[config.mk]
export PLATFORM = sky130hd
export DESIGN_NAME = cfir_mac
export DESIGN_NICKNAME = d
export VERILOG_FILES = /design/src/rtl/core/cfir_pkg.sv /design/src/rtl/core/cfir_mac.sv
export SDC_FILE = /design/constraint.sdc
export NUM_CORES = 2
export LEC_CHECK = 0
export BUFFER_PORTS_ARGS = -buffer_cell sky130_fd_sc_hd__buf_2
export CAP_MARGIN = 20
export CORE_MARGIN = 5
export CORE_UTILIZATION = 52
export DETAILED_ROUTE_END_ITERATION = 16
export HOLD_SLACK_MARGIN = 0.06
export PLACE_DENSITY = 0.71
export SETUP_SLACK_MARGIN = 0.15
export SKIP_LAST_GASP = 1
export SLEW_MARGIN = 25
export SYNTH_ARGS = -nofsm -noshare
export SYNTH_HDL_FRONTEND = slang
export SYNTH_SLANG_ARGS = --single-unit
[constraint.sdc]
create_clock -name clock -period 7.55 [get_ports clock]
set_clock_uncertainty 0.15 [all_clocks]
set_input_delay 0.755 -clock clock [delete_from_list [all_inputs] [get_ports clock]]
set_output_delay 0.755 -clock clock [all_outputs]
set_load 0.05 [all_outputs]
[src/rtl/core/cfir_pkg.sv]
// Shared constants, payload types and control structs of the complex FIR filter core.
package cfir_pkg;

   localparam int MAX_TAPS       = 1024;
   localparam int SAMPLE_BITS    = 16;
   localparam int ADDR_W         = (MAX_TAPS > 1) ? $clog2(MAX_TAPS) : 1;
   localparam int COUNT_W        = $clog2(MAX_TAPS + 1);
   localparam int TAP_INDEX_W    = 10;
   localparam int NUM_TAPS_W     = 11;
   localparam int NUM_TAPS_RESET = 1;
   localparam int ACC_W          = 48;
   localparam int PROD_W         = 2 * SAMPLE_BITS;
   localparam int WORD_W         = 2 * SAMPLE_BITS;

   typedef enum logic [1:0] {
      OP_LOAD_TAP = 2'd0,
      OP_FILTER   = 2'd1,
      OP_CLEAR    = 2'd2
   } opcode_type;

   typedef struct packed {
      opcode_type                     opcode;
      logic [TAP_INDEX_W-1:0]         tap_index;
      logic signed [SAMPLE_BITS-1:0]  value_i;
      logic signed [SAMPLE_BITS-1:0]  value_q;
   } req_type;

   typedef struct packed {
      logic signed [ACC_W-1:0] out_i;
      logic signed [ACC_W-1:0] out_q;
   } rsp_type;

   // one MAC step issued by the sequencer
   typedef struct packed {
      logic valid;
      logic first;
      logic last;
      logic zero;
   } mac_ctrl_type;

   typedef struct packed {
      logic              en;
      logic [ADDR_W-1:0] addr;
      logic [WORD_W-1:0] data;
   } ram_wr_type;

endpackage

[src/rtl/core/cfir_mac.sv]
// Complex multiply-accumulate pipeline: align with RAM data, multiply, accumulate.
module cfir_mac (
   input  logic                          clock,
   input  logic                          reset,
   input  cfir_pkg::mac_ctrl_type        ctrl,
   input  logic [cfir_pkg::WORD_W-1:0]   tap_word,
   input  logic [cfir_pkg::WORD_W-1:0]   hist_word,
   output cfir_pkg::rsp_type             acc,
   output logic                          done
);
   import cfir_pkg::*;

   mac_ctrl_type ctrl1_ff, ctrl2_ff;

   logic signed [SAMPLE_BITS-1:0] ci, cq, xi, xq;
   logic signed [PROD_W-1:0]      p_ii_in, p_qq_in, p_iq_in, p_qi_in;
   logic signed [PROD_W-1:0]      p_ii_ff, p_qq_ff, p_iq_ff, p_qi_ff;
   logic signed [ACC_W-1:0]       base_i, base_q, acc_i_in, acc_q_in;
   logic signed [ACC_W-1:0]       acc_i_ff, acc_q_ff;
   logic                          done_ff;

   // drop history terms that lie before the stream start
   always_comb begin
      ci = $signed(tap_word[SAMPLE_BITS-1:0]);
      cq = $signed(tap_word[WORD_W-1:SAMPLE_BITS]);
      xi = ctrl1_ff.zero ? '0 : $signed(hist_word[SAMPLE_BITS-1:0]);
      xq = ctrl1_ff.zero ? '0 : $signed(hist_word[WORD_W-1:SAMPLE_BITS]);
      p_ii_in = ci * xi;
      p_qq_in = cq * xq;
      p_iq_in = ci * xq;
      p_qi_in = cq * xi;
   end

   always_comb begin
      base_i   = ctrl2_ff.first ? '0 : acc_i_ff;
      base_q   = ctrl2_ff.first ? '0 : acc_q_ff;
      acc_i_in = base_i + ACC_W'(p_ii_ff) - ACC_W'(p_qq_ff);
      acc_q_in = base_q + ACC_W'(p_iq_ff) + ACC_W'(p_qi_ff);
   end

   always_ff @(posedge clock) begin
      p_ii_ff <= p_ii_in;
      p_qq_ff <= p_qq_in;
      p_iq_ff <= p_iq_in;
      p_qi_ff <= p_qi_in;
      if (ctrl2_ff.valid) begin
         acc_i_ff <= acc_i_in;
         acc_q_ff <= acc_q_in;
      end
      if (reset) begin
         ctrl1_ff <= '0;
         ctrl2_ff <= '0;
         done_ff  <= 1'b0;
      end else begin
         ctrl1_ff <= ctrl;
         ctrl2_ff <= ctrl1_ff;
         done_ff  <= ctrl2_ff.valid && ctrl2_ff.last;
      end
   end

   assign acc.out_i = acc_i_ff;
   assign acc.out_q = acc_q_ff;
   assign done      = done_ff;

endmodule

# Word level (Yosys, flattened, before mapping)

Index checks and enable logic that the tools add are counted.

Logic and storage cells: 27
Flip-flop bits (word level): 232
Output and inout port bits: 97
Input port bits: 70

Multiplexer cells: 4
Multipliers: 4
Reduce and logical (&&, ||, !) cells: 1
Add/sub/neg operators: 4

Operators by type and width:

| cell                                           | number |
|---|---|
| 48-bit by 32-bit adder with 48-bit output      | 3 |
| 16-bit by 16-bit multiplier with 32-bit output | 4 |
| 48-bit 2-to-1 mux                              | 2 |
| 48-bit by 32-bit subtractor with 48-bit output | 1 |
| 16-bit 2-to-1 mux                              | 2 |
| 1-bit logical AND                              | 1 |

# Longest topological paths before layout

Word-level depth: 3
Mapped depth: 27
Mapped depth without buffers: 24

# Least setup slack after synthesis

OpenSTA, ideal clock, no wires.

Path kind: in2reg
Start: input port hist_word[17] (netlist name)
End: register p_qq_ff[31]
Data required time: 7.328 ns
Arrival time: 6.877 ns
Setup time: 0.072 ns
Setup slack: 0.451 ns
Stages on the path: 22
Path buffers: 1
Cell sequence: nor2b_1 clkbuf_1 nand2_1 inv_1 fa_1 fa_1 fa_1 fa_1 fa_1 inv_1 fa_1 inv_1 ha_1 a21oi_1 nor2b_1 a211o_1 or3_1 o211a_1 o21a_1 o21a_1 o41ai_2 xnor2_1

Longest elaborated chain between the ends: 2

Ends and longest elaborated chain:

| element                                        | line           | RTL |
|---|---|---|
| start: declaration                             | cfir_mac.sv:7  | `input logic [cfir_pkg::WORD_W-1:0] hist_word,` |
| 16-bit 2-to-1 mux                              | cfir_mac.sv:27 | `xq = ctrl1_ff.zero ? '0 : $signed(hist_word[WORD_W-1:SAMPLE_BITS]);` |
| 16-bit by 16-bit multiplier with 32-bit output | cfir_mac.sv:29 | `p_qq_in = cq * xq;` |
| named net p_qq_in[31]                          | cfir_mac.sv:16 | `logic signed [PROD_W-1:0] p_ii_in, p_qq_in, p_iq_in, p_qi_in;` |
| end signal: assignment                         | cfir_mac.sv:43 | `p_qq_ff <= p_qq_in;` |
| end: declaration                               | cfir_mac.sv:17 | `logic signed [PROD_W-1:0] p_ii_ff, p_qq_ff, p_iq_ff, p_qi_ff;` |

The timed path passes the listed nets, and every way through them passes these cells.
A chain may end at the register's enable or synchronous reset.

# Worst setup path after layout

Start: register ctrl1_ff[0] (netlist name)
End: register p_iq_ff[30]

Longest elaborated chain between the ends: 2

Ends and longest elaborated chain:

| element                                        | line           | RTL |
|---|---|---|
| start: declaration                             | cfir_mac.sv:13 | `mac_ctrl_type ctrl1_ff, ctrl2_ff;` |
| start signal: assignment                       | cfir_mac.sv:55 | `ctrl1_ff <= ctrl;` |
| 16-bit 2-to-1 mux                              | cfir_mac.sv:27 |  |
| 16-bit by 16-bit multiplier with 32-bit output | cfir_mac.sv:30 | `p_iq_in = ci * xq;` |
| named net p_iq_in[30]                          | cfir_mac.sv:16 |  |
| end signal: assignment                         | cfir_mac.sv:44 | `p_iq_ff <= p_iq_in;` |
| end: declaration                               | cfir_mac.sv:17 |  |

The timed path passes the listed nets, and every way through them passes these cells.

==> results.md <==
- Post-synth cell types: 76
- Worst reg2reg path depth: 24
- FF-to-FF End: p_iq_ff[30]
- M3 GR Usage: 2.74%
- Worst setup SP type: flip-flop
- Final hold vios: 0
- Most common cell after layout, fill and taps aside: inv_1
- Layout area overhead: 8.65%
- Placed Area: 0.0565 mm²
- Post-synth EDFFs: 96
- Fin cells: 7202
- Total CTS buffers: 31
- Layout cells sized above 1: 8.13%
- Antenna violations before repair: 3
- Post-synth top area cell: fa_1
- Most frequent CP cell: fa_1
- #FFs+latches synth: 232
- Syn_nets: 7297
- Clock Sinks: 232
- Reg-to-Reg Start: ctrl1_ff[0]
- Placement Rows: 117
- Grt met1 use: 34.4%
- HP Class: in2reg
- Number of remaining DRC errors: 0
- Final #Nets: 7445
- Largest net degree at the start of global routing: 56
- Number of filler cells placed in the layout: 9001
- Total GRT Usage: 24.4%
- Slew margin rel.: 43.0%
- Vias in the first global route: 40584
- Most frequent cells in the layout: 1307 x inv_1, 1142 x fa_1, 546 x nand2_1
- Critical path fanouts, max: 32
- TritonCTS clock tree: yes
- First-pass GRT wire length: 212000 µm
- Final worst path period need: 7.10 ns
- # port buffers: 166
- Highest cell delay on the worst timing path: 0.52 ns
- First-pass iteration count of the detailed router: 7
- Worst Setup EP: p_iq_ff[30]
- Top cells by area, synth: fa_1 43%, ha_1 10%, inv_1 9.2%
- Vias: 38086
- Stages on the worst setup path: 24
- Fin. max-slew vios: 0
- Synth Instances: 5660
- Async S/R FF share, synth: 0%
- Final setup TNS: 0 ns
- Reg2reg setup slack: 0.45 ns
- Slowest cell on crit path: fa_1
- Reg clk slew, reported paths: 0.06 ns
- Clock Tree Buf Depth: 3
- Crit-path cells: buf_12, nor2b_4, buf_4, nand2_1, fa_1, fa_1, fa_1, inv_1, fa_1, fa_1, inv_1, fa_1, inv_1, ha_1, a21o_1, a21oi_1, o21ai_0, a21o_1, a21o_1, nor2_1, o211ai_1, a31oi_1, nor2_1, a311o_1
- Via density: 5.29
- Initial DRC count: 2516
- Core area: 0.102 mm²
- Fin crit share: 94.1%
- Number of max-cap violations: 0
- Util after Layout: 56.8%
- H-tree depth: 1
- Final setup vio count: 0
- Kind of critical path: reg2reg
- CP bufs+invs: 5
- Status: finished, final reports clean
- GP Congestion: 0.896
- Gr busiest metal: met2
- Share of the yosys chip area belonging to registers: 10.6%
- Arr. time, crit path: 7.43 ns
- Io pins: 167
- Post-route cell area: 0.0577 mm²
- Initial Util: 52.3%
- WL/cell: 17.7 µm
- Total die area: 0.109 mm²
- Mapped cell area: 0.0531 mm²
- DP Wirelength: 105000 µm
- Synth top area share: 43.1%
- DP Cell Count: 7139
- CP Capture Type: flip-flop
- RSZ-0062 raised after global routing: true
- Die width: 330 µm
- Final WL: 128000 µm
- CTS root buf: clkbuf_16
- Synth warnings: 0
- Post-synth top flop: dfxtp_1
- Worst path required time: 7.88 ns
- Overflow after GRT: 0
- Avg Inst Size Synth: 9.38 µm²
- Crit path max-delay family: adder cells
- Crit path from: ctrl1_ff[0]
- Slew @ Worst Pin: 0.855 ns
- Height of the die: 330 µm
- Met2 Use GR: 40.3%
- DRT antenna net count: 0
- Upper clock frequency limit: 141 MHz
- Clock Latency Late Sink: 0.62 ns
-- layer usage --
| metal | share of wire [%] | wire length, µm |
|---|---|---|
| met5 | 0.022 | 28 |
| met4 | 3.3 | 4220 |
| met2 | 47 | 60500 |
| met1 | 43 | 54800 |
| met3 | 6.3 | 8080 |
-- state kept, by name, summed over array words and instances, names as in the netlist --
register  count
acc_i_ff     48
acc_q_ff     48
ctrl1_ff      4
ctrl2_ff      3
done          1
p_ii_ff      32
p_iq_ff      32
p_qi_ff      32
p_qq_ff      32
-- synthesized netlist by cell type (28+ instances only) --
library cell / n
inv_1: 1308
fa_1: 1143
nand2_1: 546
and2_1: 509
ha_1: 424
clkbuf_1: 221
a21oi_1: 170
xnor2_1: 169
nor2_1: 168
dfxtp_1: 136
nor2b_1: 105
a21o_1: 100
edfxtp_1: 96
o21ai_0: 88
nand2b_1: 69
xor2_1: 50
o21a_1: 38
nor3_1: 33
nand3_1: 30
o21bai_1: 28
-- cell families after synthesis --
family                   count (synthesis)  share of synthesized area [%]
AO/OA/AOI/OAI                          563                           7.08
XOR/XNOR                               219                           3.61
adder cells (fa/ha/maj)               1567                           53.1
buffers and inverters                 1532                           10.8
flip-flops                             232                           10.6
multiplexers                             5                         0.0943
AND/OR/NAND/NOR                       1542                           14.7
-- worst min-delay path by stage --
stage / start / endpoint / cells after the start
finish: ctrl[2] / ctrl1_ff[2] / 2
global route: ctrl[2] / ctrl1_ff[2] / 2
CTS: ctrl[2] / ctrl1_ff[2] / 2
detailed placement: ctrl2_ff[1] / done / 2
global placement: ctrl2_ff[1] / done / 2
floorplan: ctrl2_ff[1] / done / 2
-- final cells by class --
cell class	count	area, µm²	share of cell area [%]
Inverter	1308	4910	8.51
Clock inverter	19	218	0.377
Timing Repair Buffer	339	2470	4.28
Antenna cell	1	2.50	0.00434
Clock buffer	39	932	1.62
Multi-Input combinational cell	3896	41800	72.5
Sequential cell	232	5610	9.73
Tap cell	1368	1710	2.97
-- worst register-to-register path: stages (launching register included) --
cell and delay [ns]:
dfxtp_2 0.32, buf_12 0.19, nor2b_4 0.36, buf_4 0.29, nand2_1 0.11, fa_1 0.52, fa_1 0.52, fa_1 0.52
inv_1 0.05, fa_1 0.48, fa_1 0.49, inv_1 0.05, fa_1 0.47, inv_1 0.04, ha_1 0.35, a21o_1 0.20
a21oi_1 0.17, o21ai_0 0.12, a21o_1 0.18, a21o_1 0.19, nor2_1 0.26, o211ai_1 0.20, a31oi_1 0.33, nor2_1 0.09
a311o_1 0.28
-- repair_timing --
| item | CTS | global route |
|---|---|---|
| buffers inserted | 0 | 4 |
| resized for setup | 0 | 5 |
| hold buffers | 0 | 0 |
| endpoints found under the hold margin | 0 | 0 |
| endpoints found under the setup margin | 0 | 15 |
-- stage by stage --
step	setup slack, ns	hold slack [ns]
CTS	0.231	0.156
finish	0.448	0.198
global route	0.146	0.168
detailed placement	0.0114	0.257
global placement	0.0986	0.248
floorplan	0.451	0.245
Power is not shown: default switching activity piles up to over one toggle a cycle in this logic, so the estimate is an artifact.
