## config.mk

```make
export PLATFORM = sky130hd
export DESIGN_NAME = cfir_seq
export DESIGN_NICKNAME = d
export VERILOG_FILES = /design/src/rtl/core/cfir_pkg.sv /design/src/rtl/core/cfir_seq.sv
export SDC_FILE = /design/constraint.sdc
export NUM_CORES = 1
export LEC_CHECK = 0
export BUFFER_PORTS_ARGS = -buffer_cell sky130_fd_sc_hd__buf_4
export CORE_ASPECT_RATIO = 1.1
export CORE_MARGIN = 2
export CORE_UTILIZATION = 25
export CTS_CLUSTER_SIZE = 30
export DETAILED_ROUTE_END_ITERATION = 10
export GPL_TIMING_DRIVEN = 0
export MAX_ROUTING_LAYER = met4
export PLACE_DENSITY = 0.47
export SYNTH_ARGS = -nofsm -noshare
export SYNTH_HDL_FRONTEND = slang
export SYNTH_SLANG_ARGS = --single-unit
```

## constraint.sdc

```tcl
create_clock -name clock -period 24.7 [get_ports clock]
set_input_delay 1.235 -clock clock [delete_from_list [all_inputs] [get_ports clock]]
set_output_delay 1.235 -clock clock [all_outputs]
set_load 0.02 [all_outputs]
```

## src/rtl/core/cfir_pkg.sv

```systemverilog
// Shared constants, payload types and control structs of the complex FIR filter core.
package cfir_pkg;

   localparam int MAX_TAPS       = 1024;
   localparam int SAMPLE_BITS    = 16;
   localparam int ADDR_W         = (MAX_TAPS > 1) ? $clog2(MAX_TAPS) : 1;
   localparam int COUNT_W        = $clog2(MAX_TAPS + 1);
   localparam int TAP_INDEX_W    = 10;
   localparam int NUM_TAPS_W     = 11;
   localparam int NUM_TAPS_RESET = 1;
   localparam int ACC_W          = 48;
   localparam int PROD_W         = 2 * SAMPLE_BITS;
   localparam int WORD_W         = 2 * SAMPLE_BITS;

   typedef enum logic [1:0] {
      OP_LOAD_TAP = 2'd0,
      OP_FILTER   = 2'd1,
      OP_CLEAR    = 2'd2
   } opcode_type;

   typedef struct packed {
      opcode_type                     opcode;
      logic [TAP_INDEX_W-1:0]         tap_index;
      logic signed [SAMPLE_BITS-1:0]  value_i;
      logic signed [SAMPLE_BITS-1:0]  value_q;
   } req_type;

   typedef struct packed {
      logic signed [ACC_W-1:0] out_i;
      logic signed [ACC_W-1:0] out_q;
   } rsp_type;

   // one MAC step issued by the sequencer
   typedef struct packed {
      logic valid;
      logic first;
      logic last;
      logic zero;
   } mac_ctrl_type;

   typedef struct packed {
      logic              en;
      logic [ADDR_W-1:0] addr;
      logic [WORD_W-1:0] data;
   } ram_wr_type;

endpackage

```

## src/rtl/core/cfir_seq.sv

```systemverilog
// Request sequencer: tap loads, history writes, tap sweep and result register.
module cfir_seq (
   input  logic                            clock,
   input  logic                            reset,
   input  logic                            req_valid,
   output logic                            req_stall,
   input  cfir_pkg::req_type               req_data,
   output logic                            rsp_valid,
   input  logic                            rsp_stall,
   output cfir_pkg::rsp_type               rsp_data,
   input  logic                            csr_we,
   input  logic [cfir_pkg::NUM_TAPS_W-1:0] csr_wdata,
   output cfir_pkg::ram_wr_type            tap_wr,
   output cfir_pkg::ram_wr_type            hist_wr,
   output logic [cfir_pkg::ADDR_W-1:0]     tap_rd_addr,
   output logic [cfir_pkg::ADDR_W-1:0]     hist_rd_addr,
   output cfir_pkg::mac_ctrl_type          mac_ctrl,
   input  cfir_pkg::rsp_type               mac_acc,
   input  logic                            mac_done
);
   import cfir_pkg::*;

   typedef enum logic [1:0] {
      S_IDLE,
      S_ISSUE,
      S_WAIT,
      S_FINISH
   } state_type;

   state_type               state_ff, state_in;
   logic [ADDR_W-1:0]       ptr_ff, ptr_in;
   logic [ADDR_W-1:0]       pos_ff, pos_in;
   logic [COUNT_W-1:0]      fill_ff, fill_in;
   logic [COUNT_W-1:0]      cnt_ff, cnt_in;
   logic [COUNT_W-1:0]      last_ff, last_in;
   logic                    none_ff, none_in;
   logic [NUM_TAPS_W-1:0]   num_taps_ff, num_taps_in;
   logic                    rsp_valid_ff, rsp_valid_in;
   rsp_type                 rsp_data_ff, rsp_data_in;
   logic [COUNT_W-1:0]      ntap;

   // clip the tap count to the store depth
   assign ntap = (32'(num_taps_ff) > MAX_TAPS) ? COUNT_W'(MAX_TAPS) : COUNT_W'(num_taps_ff);

   always_comb begin
      state_in     = state_ff;
      ptr_in       = ptr_ff;
      pos_in       = pos_ff;
      fill_in      = fill_ff;
      cnt_in       = cnt_ff;
      last_in      = last_ff;
      none_in      = none_ff;
      num_taps_in  = num_taps_ff;
      rsp_valid_in = rsp_valid_ff;
      rsp_data_in  = rsp_data_ff;

      tap_wr.en    = 1'b0;
      tap_wr.addr  = ADDR_W'(req_data.tap_index);
      tap_wr.data  = {req_data.value_q, req_data.value_i};
      hist_wr.en   = 1'b0;
      hist_wr.addr = ptr_ff;
      hist_wr.data = {req_data.value_q, req_data.value_i};

      mac_ctrl.valid = 1'b0;
      mac_ctrl.first = (cnt_ff == '0);
      mac_ctrl.last  = (cnt_ff == last_ff);
      mac_ctrl.zero  = (cnt_ff >= fill_ff) || none_ff;

      if (csr_we) begin
         num_taps_in = csr_wdata;
      end
      if (rsp_valid_ff && !rsp_stall) begin
         rsp_valid_in = 1'b0;
      end

      case (state_ff)
         S_IDLE: begin
            if (req_valid) begin
               case (req_data.opcode)
                  OP_LOAD_TAP: begin
                     tap_wr.en = (32'(req_data.tap_index) < MAX_TAPS);
                  end
                  OP_FILTER: begin
                     hist_wr.en = 1'b1;
                     pos_in     = ptr_ff;
                     ptr_in     = (ptr_ff == ADDR_W'(MAX_TAPS - 1)) ? '0
                                                                    : ptr_ff + ADDR_W'(1);
                     fill_in    = (fill_ff == COUNT_W'(MAX_TAPS)) ? fill_ff
                                                                  : fill_ff + COUNT_W'(1);
                     cnt_in     = '0;
                     none_in    = (ntap == '0);
                     last_in    = (ntap == '0) ? '0 : ntap - COUNT_W'(1);
                     state_in   = S_ISSUE;
                  end
                  OP_CLEAR: begin
                     ptr_in  = '0;
                     fill_in = '0;
                  end
                  default: begin
                  end
               endcase
            end
         end
         S_ISSUE: begin
            mac_ctrl.valid = 1'b1;
            cnt_in = cnt_ff + COUNT_W'(1);
            pos_in = (pos_ff == '0) ? ADDR_W'(MAX_TAPS - 1) : pos_ff - ADDR_W'(1);
            if (cnt_ff == last_ff) begin
               state_in = S_WAIT;
            end
         end
         S_WAIT: begin
            if (mac_done) begin
               state_in = S_FINISH;
            end
         end
         S_FINISH: begin
            if (!rsp_valid_ff || !rsp_stall) begin
               rsp_valid_in = 1'b1;
               rsp_data_in  = mac_acc;
               state_in     = S_IDLE;
            end
         end
         default: begin
            state_in = S_IDLE;
         end
      endcase
   end

   always_ff @(posedge clock) begin
      pos_ff      <= pos_in;
      cnt_ff      <= cnt_in;
      last_ff     <= last_in;
      none_ff     <= none_in;
      rsp_data_ff <= rsp_data_in;
      if (reset) begin
         state_ff     <= S_IDLE;
         ptr_ff       <= '0;
         fill_ff      <= '0;
         num_taps_ff  <= NUM_TAPS_W'(NUM_TAPS_RESET);
         rsp_valid_ff <= 1'b0;
      end else begin
         state_ff     <= state_in;
         ptr_ff       <= ptr_in;
         fill_ff      <= fill_in;
         num_taps_ff  <= num_taps_in;
         rsp_valid_ff <= rsp_valid_in;
      end
   end

   assign req_stall    = (state_ff != S_IDLE);
   assign rsp_valid    = rsp_valid_ff;
   assign rsp_data     = rsp_data_ff;
   assign tap_rd_addr  = cnt_ff[ADDR_W-1:0];
   assign hist_rd_addr = pos_ff;

endmodule

```

=== Yosys cells after proc, flatten, opt, wreduce, memory -nomap -nowiden ===
Cells that the tools add are included.

* Output and inout port bits: 208
* Memories: 0
* Memory bits (read-only): 0
* Register bits after elaboration: 164
* Bits in latches: 0
* Bits of input ports: 157
* Memory bits (writable): 0

* Multiply operators: 0
* Reduce and logical (&&, ||, !) cells: 19
* Order comparisons: 2
* Shift operators: 0
* Mux-type cells: 28
* Add/sub/neg operators: 5
* Bitwise operators: 0
* Equal/unequal tests: 14
* Div/mod/pow operators: 0

{| class="wikitable"
|+ Operators with widths
! operator !! number
|-
| $mux 11 || 4
|-
| $pmux 11 s2 || 2
|-
| $mux 10 || 4
|-
| $pmux 10 s2 || 2
|-
| $add 11x1->11 const B || 2
|-
| $logic_not 11->1 || 2
|-
| $eq 11x11->1 || 1
|-
| $eq 11x11->1 const B || 1
|-
| $ge 11x11->1 || 1
|-
| $gt 11x11->1 const B || 1
|-
| $sub 11x1->11 const B || 1
|-
| $add 10x1->10 const B || 1
|-
| $eq 10x10->1 const B || 1
|-
| $logic_not 10->1 || 1
|-
| $mux 1 || 10
|-
| $mux 2 || 5
|-
| $ne 2x2->1 const B || 5
|-
| $sub 10x1->10 const B || 1
|-
| $reduce_and 3->1 || 3
|-
| $pmux 2 s4 || 1
|-
| $eq 2x2->1 const B || 3
|-
| $reduce_bool 2->1 || 3
|-
| $reduce_and 5->1 || 1
|-
| $eq 2x1->1 const B || 2
|-
| 7 further kinds || 10
|}

=== Depth between registers and ports, before layout ===
* Depth in word-level cells: 5
* Depth in mapped cells: 8
* Mapped depth without buffers: 7

=== Worst setup path before layout ===
Ideal clock, no wire load.

* Kind: input -> register
* Start point: in rsp_stall
* End point: reg rsp_data_ff (netlist bit rsp_data[0]) (enable)
* Data arrival time: 8.162 ns
* Setup slack: 15.840 ns
* Stages: 1
* Library setup time: 0.697 ns
* Path buffers: 0
* Path through: a21boi_0

* Cells in the longest elaborated chain, start to end: 3

{| class="wikitable"
|+ RTL lines
! what !! RTL line !! RTL
|-
| from (decl) || cfir_seq.sv:9 || <nowiki>input logic rsp_stall,</nowiki>
|-
| $logic_not 1->1 || cfir_seq.sv:118 || <nowiki>if (!rsp_valid_ff || !rsp_stall) begin</nowiki>
|-
| $logic_or 1x1->1 || cfir_seq.sv:118 ||
|-
| $reduce_and 2->1 (no source line) || -- ||
|-
| to (signal assigned) || cfir_seq.sv:135 || <nowiki>rsp_data_ff <= rsp_data_in;</nowiki>
|-
| to (decl) || cfir_seq.sv:39 || <nowiki>rsp_type rsp_data_ff, rsp_data_in;</nowiki>
|}

Every way passes these cells.
A chain may end at the register's enable or synchronous reset.

==> run summary <==
Outcome: finished, violations left
Failing checks: DRC
Initial antenna violation count: 0
Avg Inst Size Synth: 12.8 um^2
VDD IR max: 0.0420 mV
Global-route wire length before repair: 31500 um
Final setup violation count: 0
Final Non-Filler Cells: 1301
Io pins: 365
Final-report max-slew violation count: 0
Final core occ: 0.380
Crit Path Class: in2out
Synth area leaders: edfxtp_1 53%, dfxtp_1 9.6%, buf_4 8.7%
Post_cts resized: 0
Asr flop ratio synth: 0
RSZ-0062 raised after global routing: false
Post-DP HPWL: 16400 um
Endpoints failing hold: 0
Nets@finish: 1103
Place WS: 20880 ps
EDFF count, synth: 129
Vias in the first global route: 5399
Commonest cells in the synthesized netlist: 129 x edfxtp_1, 85 x buf_4, 60 x nor2_1
Adder-cell share of the synthesized area: 0.0444
GR Util All Layers: 0.138
Num CTS Buffers: 17
DIE AREA: 30700 um^2
Root buf cell: clkbuf_16
Largest area contributor in the netlist: edfxtp_1
Clk sinks: 164
Share of cells above drive strength 1: 0.484
Worst path arrival time: 2560 ps
Sequential area share after synthesis: 0.624
H-tree depth: 4
Crit end category: output port
Largest net degree at the start of global routing: 28
Final hold slack: 503 ps
Antenna-violating nets left: 0
Number of diodes: 0
NetSw: 0.222 mW
Die width: 167 um
Grt total ovfl: 0
Drt total wl: 21100 um
IO buf count: 322
P_leak: 4.64 nW
Power Density: 71.8 nW/um^2
Layout fillers: 2883
Pint: 0.564 mW
Routed len/inst: 16.2 um
DRC errors left: 33
Mapped Area: 7330 um^2
YS warnings: 0
Placed cell count: 1269
Setup total negative slack: 0 ps
Placer Congestion: 0.763
Slew at the pin closest to its max-slew limit: 952 ps
Final period util: 0.154
Synth unique cells: 53
Setup bufs post-CTS: 0
Starting Density: 0.255
Final worst slack: 20900 ps
Clk Latency, worst-skew pair: 430 ps
Core Rows: 65
Seq cells post-synth: 164
CP Max Fanout: 14
DR iter-0 viols: 297
Multi-input logic area: 1990 um^2
TritonCTS clock tree: yes
P&R area growth vs syn: 49.4%
Core ar.: 28800 um^2
Hold-fix buffers, CTS: 0
Syn Inst Count: 575
Drt pass-1 iters: 7
Clk buf depth: 2
Required @ worst endpoint: 23470 ps
Clock share of power: 0.374
Post-synth top area share: 0.528
Startpoint types: input pin
Max Fclk: 263 MHz
Sequential share of power: 0.431
Proportion of synthesized area in mux cells: 0.0137
Worst-path clk slew: 70 ps
Register area: 4570 um^2
Part of the power in combinational logic: 0.195
Max-Cap Viols: 0
Die Ht: 184 um
Minimum clock period after layout: 3800 ps
Compound-gate portion of the synthesized area: 0.0577
Top-count cell post-synth: edfxtp_1
Clk_skew: 8.25 ps
Dominant combinational cell family by area after synthesis: buffers and inverters
XOR/XNOR share of the synthesized area: 0.0549
Net Sw Frac: 0.283
Via count: 5485
Synth Area in Simple Gates: 0.0998
Vias per cell: 4.22
Main synth FF type: edfxtp_1
Syn nets: 758
Slew margin rel.: 0.365
Hold Crit Class: reg2reg
## per-stage QoR
step           area (um^2)  power (mW)
6_report             11000       0.787
5_1_grt              11000       0.824
4_1_cts              11000       0.800
3_5_place_dp         10300       0.502
3_3_place_gp         10200       0.502
2_1_floorplan         7330       0.432
## critical path, stage by stage
cell    delay (ps)
buf_4          120
inv_1           70
ha_1           250
and3_1         620
buf_4          270
## final timing paths
check | end | cells past startpoint | start | slack (ps)
worst max-delay path | hist_wr[42] | 5 | req_data[43] | 20900
worst min-delay path | fill_ff[9] | 2 | fill_ff[9] | 500
worst max register to register | cnt_ff[8] | 5 | state_ff[1] | 22160
worst min register to register | fill_ff[9] | 2 | fill_ff[9] | 500
## placed cells by master, fill, tap and decap left out, types with 8 or more instances in the layout
cell / instances
a21oi_1: 24
and3_1: 12
buf_4: 407
clkbuf_16: 17
dfxtp_1: 35
edfxtp_1: 129
ha_1: 26
inv_1: 26
mux2i_1: 10
nand2_1: 18
nand3_1: 15
nor2_1: 60
nor3_1: 8
o21ai_0: 9
xnor2_1: 21
xor2_1: 25
## cells by family after synthesis
| group | count (synthesis) |
|---|---|
| AOI/OAI and AO/OA | 63 |
| and+or+nand+nor | 145 |
| muxes | 10 |
| buffers and inverters | 121 |
| adders and majority gates | 26 |
| xor gates and xnor gates | 46 |
| DFF | 164 |
## sequential cells by signal (all words and copies together), names as in the netlist
register,cells
none_ff,1
fill_ff,11
num_taps_ff,11
state_ff,2
last_ff,11
hist_rd_addr,10
ptr_ff,10
rsp_data,96
rsp_valid,1
cnt_ff,11
## layout make-up
class | instances | area share
plain buffers | 95 | 0.0618
inverters | 26 | 0.00891
well taps | 368 | 0.0420
clock inverters | 15 | 0.0199
multi-input cells | 290 | 0.182
repair buffers | 326 | 0.229
flip-flops and latches | 164 | 0.418
clock buffers | 17 | 0.0388
## power by group through the flow
stage                     combinational [mW]  sequential [mW]  clock (mW)
after global placement                 0.153            0.349           0
after CTS                              0.157            0.340       0.303
after floorplan                       0.0818            0.351           0
final                                  0.154            0.339       0.294
after global routing                   0.168            0.342       0.313
after detailed placement               0.156            0.346           0
## metal layers
metal	track usage	vias up	wire length, um
met3	0.0474	19	2180
met4	0.0351	0	208
met5	-	-	0
met2	0.216	249	9670
li1	-	2656	-
met1	0.172	2561	9030
No activity file was read; power rests on OpenSTA's default activity.
